`src/rtl/twcw_pkg.sv`:
```
// ----------------------------------------------------------------------------
// twcw_pkg
// Shared types and constants of the text window character writer: control
// codes, register indexes, reset values and the configuration and result
// records passed between modules.
// ----------------------------------------------------------------------------
package twcw_pkg;

    // Control codes handled by the writer
    localparam logic [7:0] CHAR_BEL = 8'h07;
    localparam logic [7:0] CHAR_BS  = 8'h08;
    localparam logic [7:0] CHAR_LF  = 8'h0a;
    localparam logic [7:0] CHAR_CR  = 8'h0d;

    // Configuration bus geometry
    localparam int unsigned ADDR_W = 5;
    localparam int unsigned DATA_W = 32;
    localparam int unsigned IDX_W  = 3;

    // Register indexes (byte address = 4 * index)
    localparam logic [IDX_W-1:0] REG_WIN_LEFT   = 3'd0;
    localparam logic [IDX_W-1:0] REG_WIN_TOP    = 3'd1;
    localparam logic [IDX_W-1:0] REG_WIN_RIGHT  = 3'd2;
    localparam logic [IDX_W-1:0] REG_WIN_BOTTOM = 3'd3;
    localparam logic [IDX_W-1:0] REG_TEXT_ATTR  = 3'd4;

    // Register reset values
    localparam logic [7:0] RST_WIN_LEFT   = 8'd0;
    localparam logic [7:0] RST_WIN_TOP    = 8'd0;
    localparam logic [7:0] RST_WIN_RIGHT  = 8'd79;
    localparam logic [7:0] RST_WIN_BOTTOM = 8'd24;
    localparam logic [7:0] RST_TEXT_ATTR  = 8'd7;

    // Window and attribute settings
    typedef struct packed {
        logic [7:0] win_left;
        logic [7:0] win_top;
        logic [7:0] win_right;
        logic [7:0] win_bottom;
        logic [7:0] text_attr;
    } t_cfg;

    // One result beat
    typedef struct packed {
        logic       write_valid;
        logic [7:0] write_col;
        logic [7:0] write_row;
        logic [7:0] write_char;
        logic [7:0] write_attr;
        logic       scroll_up;
        logic       bell;
        logic [7:0] new_col;
        logic [7:0] new_row;
    } t_result;

endpackage

```
`src/rtl/twcw_cfg.sv`:
```
// ----------------------------------------------------------------------------
// twcw_cfg
// Configuration register file behind an APB-style port: window edges and
// text attribute, with read back.
// ----------------------------------------------------------------------------
module twcw_cfg (
    input  logic                          i_clk,
    input  logic                          i_rst_n,
    input  logic                          psel,
    input  logic                          penable,
    input  logic                          pwrite,
    input  logic [twcw_pkg::ADDR_W-1:0]   paddr,
    input  logic [twcw_pkg::DATA_W-1:0]   pwdata,
    output logic [twcw_pkg::DATA_W-1:0]   prdata,
    output logic                          pready,
    output twcw_pkg::t_cfg                o_cfg
);

    twcw_pkg::t_cfg              r_cfg;
    twcw_pkg::t_cfg              n_cfg;
    logic [twcw_pkg::IDX_W-1:0]  reg_idx;
    logic                        wr_en;
    logic [7:0]                  rd_byte;

    assign pready  = 1'b1;
    assign reg_idx = paddr[twcw_pkg::ADDR_W-1:2];
    assign wr_en   = psel && penable && pwrite && pready;

    // Decode the write; unknown indexes are dropped
    always_comb begin
        n_cfg = r_cfg;
        if (wr_en) begin
            case (reg_idx)
                twcw_pkg::REG_WIN_LEFT:   n_cfg.win_left   = pwdata[7:0];
                twcw_pkg::REG_WIN_TOP:    n_cfg.win_top    = pwdata[7:0];
                twcw_pkg::REG_WIN_RIGHT:  n_cfg.win_right  = pwdata[7:0];
                twcw_pkg::REG_WIN_BOTTOM: n_cfg.win_bottom = pwdata[7:0];
                twcw_pkg::REG_TEXT_ATTR:  n_cfg.text_attr  = pwdata[7:0];
                default:                  n_cfg = r_cfg;
            endcase
        end
    end

    always_ff @(posedge i_clk) begin
        if (!i_rst_n) begin
            r_cfg.win_left   <= twcw_pkg::RST_WIN_LEFT;
            r_cfg.win_top    <= twcw_pkg::RST_WIN_TOP;
            r_cfg.win_right  <= twcw_pkg::RST_WIN_RIGHT;
            r_cfg.win_bottom <= twcw_pkg::RST_WIN_BOTTOM;
            r_cfg.text_attr  <= twcw_pkg::RST_TEXT_ATTR;
        end else begin
            r_cfg <= n_cfg;
        end
    end

    // Read back
    always_comb begin
        case (reg_idx)
            twcw_pkg::REG_WIN_LEFT:   rd_byte = r_cfg.win_left;
            twcw_pkg::REG_WIN_TOP:    rd_byte = r_cfg.win_top;
            twcw_pkg::REG_WIN_RIGHT:  rd_byte = r_cfg.win_right;
            twcw_pkg::REG_WIN_BOTTOM: rd_byte = r_cfg.win_bottom;
            twcw_pkg::REG_TEXT_ATTR:  rd_byte = r_cfg.text_attr;
            default:                  rd_byte = 8'd0;
        endcase
    end

    assign prdata = {{(twcw_pkg::DATA_W-8){1'b0}}, rd_byte};
    assign o_cfg  = r_cfg;

endmodule

```
`src/rtl/twcw_step.sv`:
```
// ----------------------------------------------------------------------------
// twcw_step
// Cursor registers and the per-character decision: bell, backspace,
// carriage return, line feed with scroll request, or cell write and advance.
// ----------------------------------------------------------------------------
module twcw_step (
    input  logic              i_clk,
    input  logic              i_rst_n,
    input  twcw_pkg::t_cfg    i_cfg,
    input  logic              i_advance,
    input  logic [7:0]        i_char,
    output twcw_pkg::t_result o_result
);

    logic [7:0] r_col;
    logic [7:0] r_row;
    logic [7:0] n_col;
    logic [7:0] n_row;
    logic [7:0] col_inc;
    logic [8:0] row_inc;
    logic       row_fits;
    logic       col_wrap;

    assign col_inc  = r_col + 8'd1;
    assign col_wrap = col_inc > i_cfg.win_right;
    // Next-row compare is 9 bits wide, so the last row never moves down
    assign row_inc  = {1'b0, r_row} + 9'd1;
    assign row_fits = row_inc <= {1'b0, i_cfg.win_bottom};

    always_comb begin
        n_col    = r_col;
        n_row    = r_row;
        o_result = '0;
        case (i_char)
            twcw_pkg::CHAR_BEL: begin
                o_result.bell = 1'b1;
            end
            twcw_pkg::CHAR_BS: begin
                if (r_col != i_cfg.win_left) begin
                    n_col = r_col - 8'd1;
                end
            end
            twcw_pkg::CHAR_LF: begin
                if (row_fits) begin
                    n_row = row_inc[7:0];
                end
                o_result.scroll_up = !row_fits;
            end
            twcw_pkg::CHAR_CR: begin
                n_col = i_cfg.win_left;
            end
            default: begin
                o_result.write_valid = 1'b1;
                o_result.write_col   = r_col;
                o_result.write_row   = r_row;
                o_result.write_char  = i_char;
                o_result.write_attr  = i_cfg.text_attr;
                n_col                = col_inc;
                // Past the right edge: back to the left edge on a new line
                if (col_wrap) begin
                    n_col = i_cfg.win_left;
                    if (row_fits) begin
                        n_row = row_inc[7:0];
                    end
                    o_result.scroll_up = !row_fits;
                end
            end
        endcase
        o_result.new_col = n_col;
        o_result.new_row = n_row;
    end

    // Commit the cursor when the character moves to the result register
    always_ff @(posedge i_clk) begin
        if (!i_rst_n) begin
            r_col <= 8'd0;
            r_row <= 8'd0;
        end else if (i_advance) begin
            r_col <= n_col;
            r_row <= n_row;
        end
    end

endmodule

```
`src/rtl/text_window_char_writer.sv`:
```
// One character is accepted per clock and its result passes through the
// input register, then the result register; the cursor update is a
// combinational loop through the compare and select logic, so back-to-back
// characters run at one per cycle for as long as the result side does not
// stall. Every character gives exactly one result beat carrying the new
// cursor, plus a cell write, a scroll-up request or a bell flag as the code
// demands. Window edges and attribute sit at byte addresses 0, 4, 8, 12, 16
// (left, top, right, bottom, attribute) and should be written while idle.
// ----------------------------------------------------------------------------
// text_window_char_writer
// Top level: input register, cursor step logic, result register and the
// configuration port.
// ----------------------------------------------------------------------------
module text_window_char_writer (
    input  logic                          i_clk,
    input  logic                          i_rst_n,
    input  logic                          psel,
    input  logic                          penable,
    input  logic                          pwrite,
    input  logic [twcw_pkg::ADDR_W-1:0]   paddr,
    input  logic [twcw_pkg::DATA_W-1:0]   pwdata,
    output logic [twcw_pkg::DATA_W-1:0]   prdata,
    output logic                          pready,
    input  logic                          i_in_valid,
    output logic                          o_in_stall,
    input  logic [7:0]                    i_char_code,
    output logic                          o_out_valid,
    input  logic                          i_out_stall,
    output logic                          o_write_valid,
    output logic [7:0]                    o_write_col,
    output logic [7:0]                    o_write_row,
    output logic [7:0]                    o_write_char,
    output logic [7:0]                    o_write_attr,
    output logic                          o_scroll_up,
    output logic                          o_bell,
    output logic [7:0]                    o_new_col,
    output logic [7:0]                    o_new_row
);

    twcw_pkg::t_cfg    cfg;
    twcw_pkg::t_result step_res;
    twcw_pkg::t_result r_out_res;
    logic              r_in_valid;
    logic [7:0]        r_in_char;
    logic              r_out_valid;
    logic              n_in_valid;
    logic              n_out_valid;
    logic              out_ready;
    logic              in_ready;
    logic              advance;

    twcw_cfg u_cfg (
        .i_clk   (i_clk),
        .i_rst_n (i_rst_n),
        .psel    (psel),
        .penable (penable),
        .pwrite  (pwrite),
        .paddr   (paddr),
        .pwdata  (pwdata),
        .prdata  (prdata),
        .pready  (pready),
        .o_cfg   (cfg)
    );

    twcw_step u_step (
        .i_clk     (i_clk),
        .i_rst_n   (i_rst_n),
        .i_cfg     (cfg),
        .i_advance (advance),
        .i_char    (r_in_char),
        .o_result  (step_res)
    );

    // Handshake: each stage moves when the one after it has room
    assign out_ready  = !r_out_valid || !i_out_stall;
    assign in_ready   = !r_in_valid || out_ready;
    assign advance    = r_in_valid && out_ready;
    assign o_in_stall = !in_ready;

    assign n_in_valid  = in_ready ? i_in_valid : r_in_valid;
    assign n_out_valid = out_ready ? r_in_valid : r_out_valid;

    always_ff @(posedge i_clk) begin
        if (!i_rst_n) begin
            r_in_valid  <= 1'b0;
            r_out_valid <= 1'b0;
        end else begin
            r_in_valid  <= n_in_valid;
            r_out_valid <= n_out_valid;
        end
    end

    // Capture the character and the result beat
    always_ff @(posedge i_clk) begin
        if (in_ready && i_in_valid) begin
            r_in_char <= i_char_code;
        end
        if (advance) begin
            r_out_res <= step_res;
        end
    end

    assign o_out_valid   = r_out_valid;
    assign o_write_valid = r_out_res.write_valid;
    assign o_write_col   = r_out_res.write_col;
    assign o_write_row   = r_out_res.write_row;
    assign o_write_char  = r_out_res.write_char;
    assign o_write_attr  = r_out_res.write_attr;
    assign o_scroll_up   = r_out_res.scroll_up;
    assign o_bell        = r_out_res.bell;
    assign o_new_col     = r_out_res.new_col;
    assign o_new_row     = r_out_res.new_row;

endmodule

```
`config.mk`:
```
export PLATFORM = sky130hd
export DESIGN_NAME = text_window_char_writer
export DESIGN_NICKNAME = d
export VERILOG_FILES = /design/src/rtl/twcw_pkg.sv /design/src/rtl/twcw_cfg.sv /design/src/rtl/twcw_step.sv /design/src/rtl/text_window_char_writer.sv
export SDC_FILE = /design/constraint.sdc
export NUM_CORES = 1
export LEC_CHECK = 0
export ABC_AREA = 1
export CAP_MARGIN = 5
export CORE_UTILIZATION = 60
export DETAILED_ROUTE_END_ITERATION = 6
export DONT_BUFFER_PORTS = 1
export GPL_TIMING_DRIVEN = 0
export HOLD_SLACK_MARGIN = 0.15
export PLACE_DENSITY_LB_ADDON = 0.15
export SYNTH_ARGS = -nofsm -noshare
export SYNTH_HDL_FRONTEND = slang
export SYNTH_SLANG_ARGS = --single-unit
export TNS_END_PERCENT = 1
```
`constraint.sdc`:
```
create_clock -name i_clk -period 3.8 [get_ports i_clk]
set_clock_uncertainty 0.2 [all_clocks]
set_input_delay 0.38 -clock i_clk [delete_from_list [all_inputs] [get_ports i_clk]]
set_output_delay 0.38 -clock i_clk [all_outputs]
set_load 0.01 [all_outputs]
```
; After elaboration in Yosys (flattened, before gate mapping)
; Index checks and enable logic that the tools add are counted.
[totals]
register_bits = 117
latch_bits = 0
ram_bits = 0
romBits = 0
inputBits = 52
out_inout_bits = 86
word_cells = 64
mem_count = 0
[op_classes]
addsub = 3
mul = 0
n_div = 0
magnitude_cmp = 2
eq_ne = 9
n_shift = 0
mux = 11
bitwise = 0
reduce_logical = 20
[op_table]
columns = operator, count
row1 = 8-bit case mux with 5 select lines, 1
row2 = 33-bit 2-to-1 mux, 1
row3 = 8-bit 2-to-1 mux, 4
row4 = "8-bit by 4-bit == test with 1-bit output, second input constant", 3
row5 = 8-bit case mux with 3 select lines, 1
row6 = 8-bit case mux with 2 select lines, 1
row7 = 2-bit AND reduction, 5
row8 = "8-bit by 1-bit adder with 9-bit output, second input constant", 1
row9 = 9-bit by 8-bit <= comparator with 1-bit output, 1
row10 = "8-bit by 1-bit adder with 8-bit output, second input constant", 1
row11 = "8-bit by 3-bit == test with 1-bit output, second input constant", 1
row12 = 8-bit > comparator, 1
row13 = 8-bit inequality test, 1
row14 = "8-bit by 1-bit subtractor with 8-bit output, second input constant", 1
row15 = "3-bit by 2-bit == test with 1-bit output, second input constant", 2
row16 = 1-bit zero test, 5
row17 = 1-bit logical AND, 4
row18 = 4-bit OR reduction, 1
row19 = "3-bit by 1-bit == test with 1-bit output, second input constant", 1
row20 = "3-bit == test, second input constant", 1
row21 = 3-bit zero test, 1
row22 = 3-bit OR reduction, 1
row23 = 1-bit logical OR, 2
row24 = 1-bit 2-to-1 mux, 2
row25 = other kinds (2), 2

; Longest topological paths before layout
[logic_depth]
word_depth = 5
ltp_mapped = 22
mapped_depth_nobuf = 21

; By module
; Synthesis repeated with hierarchy kept, for this count alone.
[unflattened]
hier_cells = 933
hier_area_um2 = 6956.7
[by_module_without_submodules]
columns = module, n_inst, cells_per_inst, area_each_um2, seq_area_each_um2
row1 = twcw_step, 1, 509, 2845.2, 320.3
row2 = twcw_cfg, 1, 352, 2244.7, 800.8
row3 = text_window_char_writer, 1, 72, 1866.8, 1811.7

; Worst setup path before layout
; OpenSTA, ideal clock, no wires.
[synth_timing]
path_type = reg2reg
start = register u_step.r_row[0]
end = register r_out_res (netlist bit o_new_row[7]) (data pin)
setup_ns = 0.253
t_arrival_ns = 2.387
required_time_ns = 3.347
setup_slack_ns = 0.961
stages_incl_launch_ff = 19
n_path_buf = 2
synth_period_minus_slack_ns = 2.839
path_cell_list = dfxtp_1 > ha_1 > nand3_2 > nor2_1 > xor2_1 > inv_1 > ha_1 > nand2_1 > nor2_1 > nand3_1 > or2_1 > buf_6 > nand2_8 > buf_8 > nand2_2 > nand3_1 > nand2_1 > inv_1 > nand2_1
[synth_lines]
columns = element, line
row1 = from (decl), twcw_step.sv:16  ; logic [7:0] r_row;
row2 = from (signal assigned), twcw_step.sv:80  ; r_row <= n_row;
row3 = to (signal assigned), text_window_char_writer.sv:99  ; r_out_res <= step_res;
row4 = to (decl), text_window_char_writer.sv:42  ; twcw_pkg::t_result r_out_res;

==> results_dict.tcl <==
set metrics [dict create \
    avgViaCountPerCell 5.61 \
    slowest_stage "dfxtp_1" \
    fin_crit_sh 0.939 \
    dr.pass1.iters 5 \
    yosys_warnings 0 \
    core_mm2 0.0104 \
    clock-root-buffer "clkbuf_8" \
    yosys_register_bits 117 \
    grt_max_degree 61 \
    maxCapViolations 0 \
    tightest_slew_ns 0.919 \
    crit_path_end_kind "flip-flop" \
    maxSlewViolCount 0 \
    dp_slack_ns 0.117 \
    power_density_mw_per_mm2 477 \
    period_minus_slack_ns 3.57 \
    rows 37 \
    gp_congestion 0.949 \
    cp_data_required_time_ns 3.88 \
    irDropWorstVdd_v 0.000299 \
    final_nets 941 \
    hold_viol_final 0 \
    antenna_found_initial 0 \
    status "completed" \
    pin_count 138 \
    path_class "reg -> reg" \
    worstPathArrival_ns 3.65 \
    synth_seq_area_share 0.457 \
    clk_path_buf_depth 2 \
    initial_core_util 0.619 \
    drt_iter0_drc 345 \
    die_y_um 105 \
    syn_to_final_growth_pct 17.5 \
    finalCoreUtilization 0.728 \
    numPortBuffers 0 \
    cp-start-kind "flip-flop" \
    wl_per_cell_um 17.2 \
    drc_errors 0 \
    grt_pass1_vias 5550 \
    dp_hpwl_mm 12.2 \
    r2r_start "u_step.r_col[0]" \
    reg2reg_to "o_new_col[5]" \
    grt_usage 0.327 \
    cts_setup_buffers 0 \
    dieArea_mm2 0.0111 \
    cp_slowest_stage_delay_ns 0.52 \
    antenna_left 0 \
    die_width_um 105 \
    crit_top_cell "nand2_1" \
    path_clk_slew_ns 0.06 \
    whs_endpoint "u_cfg.o_cfg[17]" \
    drive_gt1_frac 0.104 \
    setup_viol 0 \
    fmax_ghz 0.280 \
    fin_setup_tns_ns 0 \
    ys_types 35 \
    syn_avg_cell_area_um2 8.00 \
    routed_wl_mm 17.5 \
    grt_pass1_wl_mm 27.9 \
    overflow 0 \
    setup_ws_ns 0.232 \
    worstHoldStart "paddr[4]" \
    hp-class "in -> reg" \
    numCtsBuffers 17 \
    rsz0062_at_grt "no" \
    htreeDepth 4 \
    ff2ff_path_depth 16 \
    cp_cell_sequence "ha_1 -> nand3_1 -> nor2_1 -> nand2_1 -> xor2_1 -> inv_1 -> ha_1 -> nand2_1 -> nor2_1 -> nand4_4 -> nand2_4 -> clkinvlp_4 -> nand2_1 -> nand3_1 -> nand2_1 -> inv_1" \
    syn_inst 803 \
    reg2reg_slack_ns 0.23 \
    worstSkewPairLatency_ns 0.53 \
    syn_area_mm2 0.00642 \
    relSlewSlack 0.383 \
    dr_total_vias 5718 \
    p_leak_nw 3.43 \
    cts_tree "done" \
    clock-sinks 117 \
    min_path_cells 4 \
    critPathMaxFanout 10 \
    antenna_cells 0 \
]
synth_stat cells:
master	instances	area share
o211ai_1	10	0.012
inv_2	3	0.0018
ha_1	19	0.037
o211ai_2	1	0.0019
o22ai_1	7	0.0068
nand2_1	145	0.085
nand2_8	2	0.0062
conb_1	2	0.0012
inv_1	117	0.068
buf_8	1	0.0023
buf_2	3	0.0023
or2_1	1	0.00097
o21ai_0	45	0.035
nor4_2	1	0.0019
dfxtp_1	58	0.18
a221oi_1	7	0.0095
nor2_2	3	0.0029
nand3_1	79	0.062
buf_4	32	0.037
nor3_1	7	0.0055
nand3_2	4	0.0062
buf_6	6	0.011
nand4_2	1	0.0019
clkbuf_1	11	0.0064
nand4_1	13	0.013
xor2_1	15	0.020
clkinv_1	3	0.0018
nor2_1	76	0.044
a21oi_1	64	0.050
o21ai_1	1	0.00078
o21a_1	1	0.0012
nor3_2	2	0.0031
dlygate4sd3_1	1	0.0016
edfxtp_1	59	0.28
nand2_2	3	0.0029
where the power goes:
part | leakage, nW | internal (W) | switching, W
clock network | 0.290 | 0.00106 | 0.000581
logic | 2.11 | 0.000179 | 0.000326
registers | 1.03 | 0.00140 | 0.0000532
kinds of logic after synthesis:
family | Yosys count | share of synthesized area
simple gates | 337 | 0.235
xor+xnor | 15 | 0.0205
fa+ha+maj | 19 | 0.0370
compound gates | 136 | 0.117
flops | 117 | 0.457
other cells | 2 | 0.00117
buf+inv | 177 | 0.132
flip-flops by register name, summed over array words and instances, names as in the netlist, 8 cells and up:
register,cells
o_new_col,8
o_new_row,8
o_write_attr,8
o_write_char,8
o_write_col,8
o_write_row,8
r_in_char,8
u_cfg.o_cfg,40
u_step.r_col,8
u_step.r_row,8
critical path: cells and delay by family, from the launching register on:
| kind | cells | cell delay (ns) |
|---|---|---|
| XOR/XNOR | 1 | 0.19 |
| AND/OR/NAND/NOR | 10 | 1.45 |
| flip-flops | 1 | 0.52 |
| adder cells (fa/ha/maj) | 2 | 0.54 |
| buffers and inverters | 3 | 0.40 |
per-stage QoR:
stage,std cells,area (um2),hold WS (ns),power [W]
after floorplan,826,6510,0.250,0.00183
after global placement,962,6680,0.279,0.00192
after detailed placement,962,6680,0.279,0.00194
after CTS,1019,7530,0.166,0.00358
after global routing,1019,7550,0.217,0.00371
final,1019,7550,0.189,0.00360
layer usage:
metal,up-vias,routed length (um),share of wire,global-route usage
met4,0,442,0.025,0.151
met1,2657,7240,0.41,0.420
met5,-,0,0,0
met3,49,1510,0.086,0.0693
li1,2736,-,-,-
met2,276,8330,0.48,0.528
layout make-up:
type,count,area (um2)
sequential,117,2930
fill,799,2820
buffer,54,389
multi-input combinational,532,2740
tap,136,170
clock buffer,18,418
timing repair buffer,25,250
clock inverter,14,184
inverter,123,465
cells in the final DEF (no fill, tap or decap), drive strengths merged:
master,instances
a21oi,64
edfxtp,59
bufinv,4
nor2,79
nand3,83
xor2,15
o211ai,11
nor3,9
nor4,1
o21ai,46
nand4,14
dfxtp,58
ha,19
nand2,150
clkbuf,29
or2,1
dlygate4sd3,26
conb,25
buf,42
a221oi,7
clkinvlp,3
inv,121
o22ai,7
o21a,1
clkinv,9
worst max path at each step:
stage                   endpoint  cells past startpoint             from  slack, ns
CTS                 o_new_col[5]                     15  u_step.r_col[0]       0.08
detailed placement  o_new_col[5]                     15  u_step.r_col[0]       0.12
finish              o_new_col[5]                     16  u_step.r_col[0]       0.23
global route        o_new_col[5]                     16  u_step.r_col[0]       0.04
floorplan           o_new_row[7]                     18  u_step.r_row[0]       0.96
global placement    o_new_col[5]                     16  u_step.r_col[0]        0.1
timing repair:
action                     in CTS  in global routing
hold buffers                   25                  0
resized for setup               0                  3
setup endpoints to repair       0                 19
hold endpoints to repair       59                  0
(Power assumes the default switching activity.)
